<file path="src/sv/fdq15_pkg.sv">
// Shared constants and widths for the decimating Q15 FIR filter.
package fdq15_pkg;

    // Storage sizes
    localparam int MAX_TAPS       = 64;
    localparam int MAX_DECIMATION = 16;

    // Derived widths
    localparam int TAP_IDX_W = $clog2(MAX_TAPS);
    localparam int TAP_CNT_W = $clog2(MAX_TAPS + 1);
    localparam int PHASE_W   = $clog2(MAX_DECIMATION);

    // Field widths
    localparam int SAMPLE_W  = 16;
    localparam int COEF_W    = 16;
    localparam int ACC_W     = 32;
    localparam int OPCODE_W  = 2;
    localparam int CIDX_W    = 6;
    localparam int TAPCFG_W  = 7;
    localparam int DECCFG_W  = 5;
    localparam int S_TDATA_W = 40;
    localparam int M_TDATA_W = 16;

    // Configuration port
    localparam int CFG_INDEX_W = 2;
    localparam int CFG_DATA_W  = 7;
    localparam logic [CFG_INDEX_W-1:0] CFG_TAP_COUNT  = 2'd0;
    localparam logic [CFG_INDEX_W-1:0] CFG_DECIMATION = 2'd1;

    // Reset values of the registers
    localparam logic [TAPCFG_W-1:0] TAP_COUNT_RST  = 7'd64;
    localparam logic [DECCFG_W-1:0] DECIMATION_RST = 5'd1;

    // Item kinds carried in tuser
    localparam logic [OPCODE_W-1:0] OP_PUSH  = 2'd0;
    localparam logic [OPCODE_W-1:0] OP_COEF  = 2'd1;
    localparam logic [OPCODE_W-1:0] OP_CLEAR = 2'd2;

    // Rounding offset: one half in Q15
    localparam logic [ACC_W-1:0] ACC_INIT = 32'd16384;

    // Sequencer states
    typedef enum logic [2:0] {
        ST_IDLE  = 3'b001,
        ST_MAC   = 3'b010,
        ST_DRAIN = 3'b100
    } state_t;

endpackage

</file>
<file path="src/sv/fir_decimator_q15_core.sv">
// Decimating Q15 FIR filter: one shared multiply-accumulate unit under a small sequencer.
// Items that produce no result (coefficient load, clear, non-final push) stay in idle, so
// the input is ready again in the next cycle. A push that completes a decimation phase
// runs the single MAC, one tap per cycle; input is not ready until its result is offered.
// The result waits in an output register, so the next item is accepted while it is pending.
// rst_n is asynchronous, active low: clears sequencer, history valid bits, ring position,
// phase and registers (tap_count 64, decimation_factor 1); coefficients stay unknown.
module fir_decimator_q15_core
(
    input  logic                               clk,
    input  logic                               rst_n,
    // Configuration write channel
    input  logic                               cfg_valid,
    output logic                               cfg_ready,
    input  logic [fdq15_pkg::CFG_INDEX_W-1:0]  cfg_index,
    input  logic [fdq15_pkg::CFG_DATA_W-1:0]   cfg_data,
    // Input stream
    input  logic                               s_axis_tvalid,
    output logic                               s_axis_tready,
    // [15:0] sample, [21:16] coef_index, [37:22] coef_value, [39:38] zero
    input  logic [fdq15_pkg::S_TDATA_W-1:0]    s_axis_tdata,
    // [1:0] opcode
    input  logic [fdq15_pkg::OPCODE_W-1:0]     s_axis_tuser,
    // Output stream
    output logic                               m_axis_tvalid,
    input  logic                               m_axis_tready,
    // [15:0] out_sample
    output logic [fdq15_pkg::M_TDATA_W-1:0]    m_axis_tdata
);
    import fdq15_pkg::*;

    // Unpacked input fields
    logic signed [SAMPLE_W-1:0] in_sample;
    logic [CIDX_W-1:0]          in_coef_index;
    logic signed [COEF_W-1:0]   in_coef_value;

    // Configuration registers
    logic [TAPCFG_W-1:0] tap_count_reg;
    logic [DECCFG_W-1:0] decimation_reg;
    logic [TAP_CNT_W-1:0] taps_use;
    logic [DECCFG_W-1:0]  factor_use;

    // Sequencer and ring state
    state_t state_reg, state_next;
    logic [TAP_IDX_W-1:0] wpos_reg, wpos_next;
    logic [PHASE_W-1:0]   phase_reg, phase_next;
    logic [TAP_IDX_W-1:0] k_reg, k_next;
    logic [TAP_IDX_W-1:0] pos_reg, pos_next;
    logic [TAP_IDX_W-1:0] last_reg, last_next;
    logic [MAX_TAPS-1:0]  hist_valid_reg, hist_valid_next;
    logic                 rd_live_reg, rd_live_next;
    logic                 mul_live_reg, mul_live_next;
    logic                 out_valid_reg, out_valid_next;

    // Datapath registers
    logic [ACC_W-1:0]           acc_reg, acc_next;
    logic [M_TDATA_W-1:0]       out_data_reg, out_data_next;
    logic signed [COEF_W-1:0]   coef_rd_reg;
    logic signed [SAMPLE_W-1:0] hist_rd_reg;
    logic                       hist_live_reg;
    logic signed [ACC_W-1:0]    prod_reg;
    logic signed [SAMPLE_W-1:0] hist_use;

    // Ring arithmetic for a push
    logic [TAP_IDX_W-1:0] slot;
    logic [TAP_CNT_W-1:0] slot_inc;
    logic [DECCFG_W-1:0]  phase_inc;
    logic                 hist_we;
    logic                 coef_we;

    // Memories
    logic [SAMPLE_W-1:0] hist_mem [MAX_TAPS];
    logic [COEF_W-1:0]   coef_mem [MAX_TAPS];

    assign in_sample     = s_axis_tdata[SAMPLE_W-1:0];
    assign in_coef_index = s_axis_tdata[SAMPLE_W+CIDX_W-1:SAMPLE_W];
    assign in_coef_value = s_axis_tdata[SAMPLE_W+CIDX_W+COEF_W-1:SAMPLE_W+CIDX_W];

    assign cfg_ready     = 1'b1;
    assign s_axis_tready = (state_reg == ST_IDLE);
    assign m_axis_tvalid = out_valid_reg;
    assign m_axis_tdata  = out_data_reg;

    // Clamp the configured tap count and decimation factor to their usable range
    always_comb
    begin
        if (tap_count_reg == '0)
            taps_use = TAP_CNT_W'(1);
        else if (TAP_CNT_W'(tap_count_reg) > TAP_CNT_W'(MAX_TAPS))
            taps_use = TAP_CNT_W'(MAX_TAPS);
        else
            taps_use = TAP_CNT_W'(tap_count_reg);

        if (decimation_reg == '0)
            factor_use = DECCFG_W'(1);
        else if (decimation_reg > DECCFG_W'(MAX_DECIMATION))
            factor_use = DECCFG_W'(MAX_DECIMATION);
        else
            factor_use = decimation_reg;
    end

    // Slot for the incoming sample, next ring position and phase
    assign slot      = ({1'b0, wpos_reg} < taps_use) ? wpos_reg : '0;
    assign slot_inc  = {1'b0, slot} + TAP_CNT_W'(1);
    assign phase_inc = DECCFG_W'(phase_reg) + DECCFG_W'(1);

    // Treat history entries not written since the last clear as zero
    assign hist_use = hist_live_reg ? hist_rd_reg : '0;

    // Sequencer
    always_comb
    begin
        state_next      = state_reg;
        wpos_next       = wpos_reg;
        phase_next      = phase_reg;
        k_next          = k_reg;
        pos_next        = pos_reg;
        last_next       = last_reg;
        hist_valid_next = hist_valid_reg;
        rd_live_next    = 1'b0;
        mul_live_next   = rd_live_reg;
        out_valid_next  = out_valid_reg;
        out_data_next   = out_data_reg;
        hist_we         = 1'b0;
        coef_we         = 1'b0;

        // Accumulate whatever product leaves the multiplier, wrapping at 32 bits
        acc_next = mul_live_reg ? (acc_reg + ACC_W'(prod_reg)) : acc_reg;

        // Drop the result once its transfer completes
        if (out_valid_reg && m_axis_tready)
            out_valid_next = 1'b0;

        case (state_reg)
            ST_IDLE:
            begin
                if (s_axis_tvalid)
                begin
                    case (s_axis_tuser)
                        OP_PUSH:
                        begin
                            hist_we               = 1'b1;
                            hist_valid_next[slot] = 1'b1;
                            wpos_next = (slot_inc >= taps_use) ? '0
                                                               : slot_inc[TAP_IDX_W-1:0];
                            if (phase_inc >= factor_use)
                            begin
                                phase_next = '0;
                                acc_next   = ACC_INIT;
                                k_next     = '0;
                                pos_next   = slot;
                                last_next  = TAP_IDX_W'(taps_use - TAP_CNT_W'(1));
                                state_next = ST_MAC;
                            end
                            else
                            begin
                                phase_next = phase_inc[PHASE_W-1:0];
                            end
                        end
                        OP_COEF:
                        begin
                            coef_we = 1'b1;
                        end
                        OP_CLEAR:
                        begin
                            hist_valid_next = '0;
                            wpos_next       = '0;
                            phase_next      = '0;
                        end
                        default:
                        begin
                        end
                    endcase
                end
            end
            ST_MAC:
            begin
                // Issue one tap read per cycle, walking back through the ring
                rd_live_next = 1'b1;
                k_next       = k_reg + TAP_IDX_W'(1);
                pos_next     = (pos_reg == '0) ? last_reg : pos_reg - TAP_IDX_W'(1);
                if (k_reg == last_reg)
                    state_next = ST_DRAIN;
            end
            ST_DRAIN:
            begin
                // Hold until the MAC pipeline empties and the output register is free
                if (!rd_live_reg && !mul_live_reg && (!out_valid_reg || m_axis_tready))
                begin
                    out_valid_next = 1'b1;
                    out_data_next  = acc_reg[30:15];
                    state_next     = ST_IDLE;
                end
            end
            default:
            begin
                state_next = ST_IDLE;
            end
        endcase
    end

    // Control registers and configuration
    always_ff @(posedge clk or negedge rst_n)
    begin
        if (!rst_n)
        begin
            state_reg      <= ST_IDLE;
            wpos_reg       <= '0;
            phase_reg      <= '0;
            k_reg          <= '0;
            pos_reg        <= '0;
            last_reg       <= '0;
            hist_valid_reg <= '0;
            rd_live_reg    <= 1'b0;
            mul_live_reg   <= 1'b0;
            out_valid_reg  <= 1'b0;
            tap_count_reg  <= TAP_COUNT_RST;
            decimation_reg <= DECIMATION_RST;
        end
        else
        begin
            state_reg      <= state_next;
            wpos_reg       <= wpos_next;
            phase_reg      <= phase_next;
            k_reg          <= k_next;
            pos_reg        <= pos_next;
            last_reg       <= last_next;
            hist_valid_reg <= hist_valid_next;
            rd_live_reg    <= rd_live_next;
            mul_live_reg   <= mul_live_next;
            out_valid_reg  <= out_valid_next;
            if (cfg_valid && cfg_ready)
            begin
                case (cfg_index)
                    CFG_TAP_COUNT:  tap_count_reg  <= cfg_data[TAPCFG_W-1:0];
                    CFG_DECIMATION: decimation_reg <= cfg_data[DECCFG_W-1:0];
                    default:
                    begin
                    end
                endcase
            end
        end
    end

    // Datapath registers: accumulator, output data, multiplier stage
    always_ff @(posedge clk)
    begin
        acc_reg       <= acc_next;
        out_data_reg  <= out_data_next;
        prod_reg      <= ACC_W'(coef_rd_reg * hist_use);
        hist_live_reg <= hist_valid_reg[pos_reg];
    end

    // History and coefficient memories with registered reads
    always_ff @(posedge clk)
    begin
        if (hist_we)
            hist_mem[slot] <= in_sample;
        if (coef_we)
            coef_mem[in_coef_index] <= in_coef_value;
        hist_rd_reg <= hist_mem[pos_reg];
        coef_rd_reg <= coef_mem[k_reg];
    end

endmodule

</file>
<file path="config.mk">
export PLATFORM = sky130hd
export DESIGN_NAME = fir_decimator_q15_core
export DESIGN_NICKNAME = d
export VERILOG_FILES = /design/src/sv/fdq15_pkg.sv /design/src/sv/fir_decimator_q15_core.sv
export SDC_FILE = /design/constraint.sdc
export NUM_CORES = 2
export LEC_CHECK = 0
export BUFFER_PORTS_ARGS = -buffer_cell sky130_fd_sc_hd__buf_2
export CAP_MARGIN = 20
export CORE_UTILIZATION = 27
export DETAILED_ROUTE_END_ITERATION = 12
export MAX_ROUTING_LAYER = met4
export PLACE_DENSITY = 0.39
export SETUP_SLACK_MARGIN = 0.15
export SYNTH_ARGS = -nofsm -noshare
export SYNTH_HDL_FRONTEND = slang
export SYNTH_SLANG_ARGS = --single-unit
</file>
<file path="constraint.sdc">
create_clock -name clk -period 7.12 [get_ports clk]
set_input_delay 0.356 -clock clk [delete_from_list [all_inputs] [get_ports clk]]
set_output_delay 0.356 -clock clk [all_outputs]
set_load 0.05 [all_outputs]
</file>
# == Word level (Yosys, flattened, before mapping) ==
# Memory sizes are Yosys's and may differ from the RTL's. A register that Yosys moved wholly into a read port is not among the register bits.
# Index checks and enable logic that the tools add are counted.
# word_totals
memories,2
out_inout_bits,19
regBits,191
ram_bits,2048
# classes
n_mul,1
n_eq_ne,12
bitwise,1
n_reduce_logical,22
addsub,6
mux,49
magnitude_cmp,8
# memory_table
name,depth,width,rd,rd_ports_with_merged_regs,write_ports,line,text
coef_mem,64,16,1,1,1,fir_decimator_q15_core.sv:73,logic [COEF_W-1:0] coef_mem [MAX_TAPS];
hist_mem,64,16,1,1,1,fir_decimator_q15_core.sv:72,logic [SAMPLE_W-1:0] hist_mem [MAX_TAPS];
# ops
cell,n
$mux W32,5
$pmux W64 S2,1
$or A64 B64 Y64,1
$mux W6,9
$pmux W6 S2,3
$add A32 B32 Y32,1
$mul A16 B16 Y32,1
$mux W1,16
$mux W16,1
$mux W3,5
$lt A6 B7 Y1 const B,2
$mux W7,2
$sub A6 B1 Y6 const B,2
$mux W5,2
$pmux W3 S3,1
$pmux W4 S2,1
$reduce_and A4 Y1,2
$add A6 B1 Y7 const B,1
$ge A7 B7 Y1,1
$gt A7 B7 Y1 const B,1
$logic_not A7 Y1,1
$lt A6 B7 Y1,1
$add A6 B1 Y6 const B,1
$bmux W1 S6,1
24 further kinds,37

# == Depth between registers and ports, before layout ==
# depth
word_depth,11
ltp_mapped,26
ltp_nobuf,23

# == Least setup slack after synthesis ==
# Ideal clock, no wire load.
# synth_path
path_type,flip-flop to flip-flop
from,reg hist_live_reg
to,reg prod_reg[30]
setup_time_ns,0.118
path_stages_with_launch,26
t_required_ns,7.002
arrival_ns,6.128
path_slack_ns,0.874
cell_sequence,dfxtp_1 > clkbuf_1 > and2_1 > clkbuf_1 > nand2_1 > fa_1 > inv_1 > fa_1 > inv_1 > fa_1 > inv_1 > fa_1 > fa_1 > inv_1 > fa_1 > inv_1 > ha_1 > a21o_1 > a21o_1 > a2111oi_0 > nor3_1 > a21oi_1 > o22ai_1 > o21ai_0 > a32o_1 > xnor2_1
# synth_between
elab_chain_cells,2
# synth_lines
element,line,text
from (decl),fir_decimator_q15_core.sv:60,logic hist_live_reg;
from (signal assigned),fir_decimator_q15_core.sv:251,hist_live_reg <= hist_valid_reg[pos_reg];
$mux W16,fir_decimator_q15_core.sv:108,assign hist_use = hist_live_reg ? hist_rd_reg : '0;
$mul A16 B16 Y32,fir_decimator_q15_core.sv:250,prod_reg <= ACC_W'(coef_rd_reg * hist_use);
to (signal assigned),fir_decimator_q15_core.sv:250,
to (decl),fir_decimator_q15_core.sv:61,logic signed [ACC_W-1:0] prod_reg;
# No other way between the ends.
# A chain may end at the register's enable or synchronous reset.

# == Worst setup path in the final report ==
# layout_path
from,reg hist_live_reg
to,reg prod_reg[27]
# Same word-level chain as after synthesis.

==> Flow_metrics.wiki <==
{| class="wikitable"
! Metric !! Value
|-
| Outcome || complete, no violations
|-
| Ratio of cells with drive above 1 in the final layout || 0.231
|-
| Hold path startpoint || m_axis_tready
|-
| Number of buffers inserted during clock tree synthesis || roughly 280
|-
| Portion of netlist area occupied by mux cells || 0.148
|-
| Clock Tree Buf Depth || 4
|-
| Critical path start-end classification || reg -> reg
|-
| Transition at the pin with the smallest max-transition slack || between 1 and 1.5 ns
|-
| Number of vias in the routed layout || roughly 50,000
|-
| Static leakage || 39.5 nW
|-
| CP Max Fanout || 35
|-
| Power density normalized to cell area || ~460 nW/µm²
|-
| Number of nets in the finished design || around 6,200
|-
| Reg clk slew, reported paths || 0.06 ns
|-
| Clk_skew || 0.0807 ns
|-
| Buf+Inv Stages, Crit Path || 5
|-
| Post-route fraction of the period consumed by the critical path || 0.932
|-
| Max Slew Vio Count || 0
|-
| Accumulated negative setup slack || 0 ns
|-
| Compound-gate portion of the synthesized area || 0.0333
|-
| Routed wire length || around 280,000 µm
|-
| Largest area contributor in the netlist || edfxtp_1
|-
| Kind of cell adding the most delay to the critical path || adder cells
|-
| Core ar. || about 360,000 µm²
|-
| Drt wl/cell || roughly 26 µm
|-
| Starting density of the core || 0.271
|-
| Synthesized area per cell || 18.0 µm²
|-
| Largest cells by area after synthesis || edfxtp_1 (63%), mux4_2 (13%), fa_1 (5.2%)
|-
| Number of warnings issued by yosys || 0
|-
| Detail Placement HPWL || about 170,000 µm
|-
| RD Place Congestion || ~0.77
|-
| Largest family of logic cells by synthesized area || multiplexers
|-
| 1st-pass router iterations || 5
|-
| Number of global-route vias before repair || around 53,000
|-
| Number of unique standard cell types used by synthesis || 76
|-
| Adder-cell share of the synthesized area || 0.0693
|-
| Most numerous cell on the critical path || fa_1
|-
| Top flip-flop cell by instance count after synthesis || edfxtp_1
|-
| CP max stage delay || approximately 0.57 ns
|-
| Height of the die || approximately 610 µm
|-
| Post-DR vias/cell || about 4.7
|-
| H-tree depth || 5
|-
| Synthesized instance count || 5,441
|-
| Layout filler cell count || 35,200
|-
| Setup slack of the worst register-to-register path || about 0.49 ns
|-
| Synth Cell Area || slightly below 100,000 µm²
|-
| Crit path launch type || register
|-
| Antenna violations before repair || 21
|-
| Fraction of synthesized cell area taken by the top area cell type || 0.631
|-
| Worst Hold Depth || 3
|-
| Final hold violation count || 0
|-
| Clock network latency to the later pin of the worst-skew pair || 0.88 ns
|-
| Most frequent cells after synthesis || edfxtp_1 (2,064), mux4_2 (547), nor2_1 (331)
|-
| Final number of setup-violating endpoints || 0
|-
| Simple-Gate Fraction of Synth Area || 0.0402
|-
| CTS tree || done
|-
| DRC || 0
|-
| Floorplan die area || around 370,000 µm²
|-
| Overall track demand over capacity in global routing || 0.156
|-
| Period minus WS final || 6.63 ns
|-
| Synth Register Bits || around 2,300
|-
| Achievable frequency || ~150 MHz
|-
| End of the worst register-to-register path || prod_reg[27]$_DFF_P_
|-
| Fraction of registers with async set/reset || 0.0485
|-
| CP Data Required Time || 7.92 ns
|-
| Endpoint kind of the worst setup timing path || register
|-
| Endpoint, Worst Hold || m_axis_tvalid$_DFF_PN0_
|-
| P&R area growth vs syn || 16.7%
|-
| Number of enable-type register cells in the synthesized netlist || 2,064
|-
| Max-cap violations || 0
|-
| Max-slew headroom || 0.256
|-
| I/O pin count || 75
|-
| Port Buffers || 71
|-
| Largest net degree at the start of global routing || between 100 and 150
|-
| Worst-path cell chain || buf_6 > and2_1 > buf_4 > nand2_1 > fa_1 > inv_1 > fa_1 > fa_1 > fa_1 > fa_1 > inv_1 > fa_1 > inv_1 > ha_1 > a21oi_1 > nor2_1 > a211o_1 > or3_1 > a211o_1 > a31o_2 > a21oi_1 > xnor2_1
|-
| Clock root buffer || clkbuf_16
|-
| Chip width || 605 µm
|-
| Total overflow reported by the global router || 0
|-
| Floorplan row count || ~220
|-
| Endpoint arrival time on the critical path || roughly 7.4 ns
|-
| Worst-case reg-to-reg path depth || 22
|-
| Most frequently used cell type in the post-synthesis netlist || edfxtp_1
|-
| Worst IR drop on VDD || 824 µV
|-
| First-pass GRT wire length || 400,000 µm
|-
| Cells after DPL || 10,300
|-
| Sequential share of the synthesized area || 0.679
|-
| Xor and xnor fraction of the mapped netlist area || 0.00705
|-
| Final instance count without filler cells || 10,800
|-
| CTS sink cnt || 2,269
|-
| Number of nets still failing antenna checks after routing || 0
|-
| Cell at the slowest stage of the critical path || fa_1
|-
| Syn nets || slightly below 6,000
|-
| Setup repair after global routing missed its margin || false
|-
| Worst Hold Class || in -> reg
|-
| Detailed router's first-iteration violation count || around 3,900
|-
| Start of the worst register-to-register path || hist_live_reg$_DFF_P_
|}
## what timing repair did
action,4_1_cts,5_1_grt
hold buffers,11,0
setup endpoints to repair,0,4
endpoints found under the hold margin,93,0
setup buffers,0,0
gates resized for setup,0,5
## power breakdown
| group | internal (mW) | total [mW] | switching, mW |
|---|---|---|---|
| clock | 7.86 | 13.6 | 5.70 |
| sequential | 15.1 | 16.0 | 0.908 |
| combinational | 9.88 | 23.3 | 13.5 |
| total | 32.9 | 52.9 | 20.1 |
## through the flow
step	setup WS [ns]	util	hold WS, ns	power (mW)	area, µm²
after floorplan	0.874	-	0.0604	32.4	98200
after global placement	0.349	0.291	0.360	40.2	106000
after detailed placement	0.322	0.292	0.369	40.3	106000
after CTS	0.316	0.316	0.00678	54.1	114000
after global routing	0.168	0.316	0.0354	56.6	115000
final	0.485	0.316	0.0558	52.9	115000
## worst min-delay path, delay by kind of cell
family	cells	cell delay [ns]
buffers and inverters	1	0.08
and+or+nand+nor	2	0.44
## layout by cell type (no fill, tap or decap), types with 98 or more instances in the layout
master / Yosys / layout
clkbuf_16: 0 / 280
mux2i_1: 194 / 194
and3_1: 138 / 138
nand2_1: 213 / 212
nor2_1: 331 / 272
edfxtp_1: 2064 / 2064
buf_4: 2 / 215
a21oi_1: 120 / 119
inv_1: 317 / 317
dfrtp_1: 107 / 98
ha_1: 133 / 133
fa_1: 257 / 257
mux4_2: 547 / 547
## how the worst max path moves through the flow
stage,startpoint,endpoint,slack (ns),depth (start not counted)
after CTS,hist_live_reg$_DFF_P_,prod_reg[30]$_DFF_P_,0.32,22
after floorplan,hist_live_reg$_DFF_P_,prod_reg[30]$_DFF_P_,0.87,25
after global placement,hist_live_reg$_DFF_P_,prod_reg[30]$_DFF_P_,0.35,22
after global routing,hist_live_reg$_DFF_P_,prod_reg[30]$_DFF_P_,0.17,22
after detailed placement,hist_live_reg$_DFF_P_,prod_reg[30]$_DFF_P_,0.32,22
final,hist_live_reg$_DFF_P_,prod_reg[27]$_DFF_P_,0.49,22
## kinds of logic after synthesis
kind of cell               after synthesis
DFF                                   2269
xor gates and xnor gates                79
adders and majority gates              390
and+or+nand+nor                        848
other                                    1
muxes                                  761
AOI/OAI and AO/OA                      492
buffers and inverters                  601
## cell type report
class	count	area [µm²]	area share
Clock buffer	350	7350	0.0641
Timing Repair Buffer	324	2570	0.0224
Sequential cell	2269	66700	0.582
Inverter	317	1190	0.0104
Clock inverter	149	1300	0.0113
Tap cell	4794	6000	0.0524
Multi-Input combinational cell	2571	29500	0.257
Antenna cell	17	42.5	0.000371
## metal layers
metal	GRT usage	wire, µm	vias to the layer above
li1	-	-	21900
met1	0.211	127000	27200
met2	0.252	136000	1014
met3	0.0175	10600	347
met4	0.0366	6400	0
met5	-	0	-
Power figures use the tool's default switching activity.
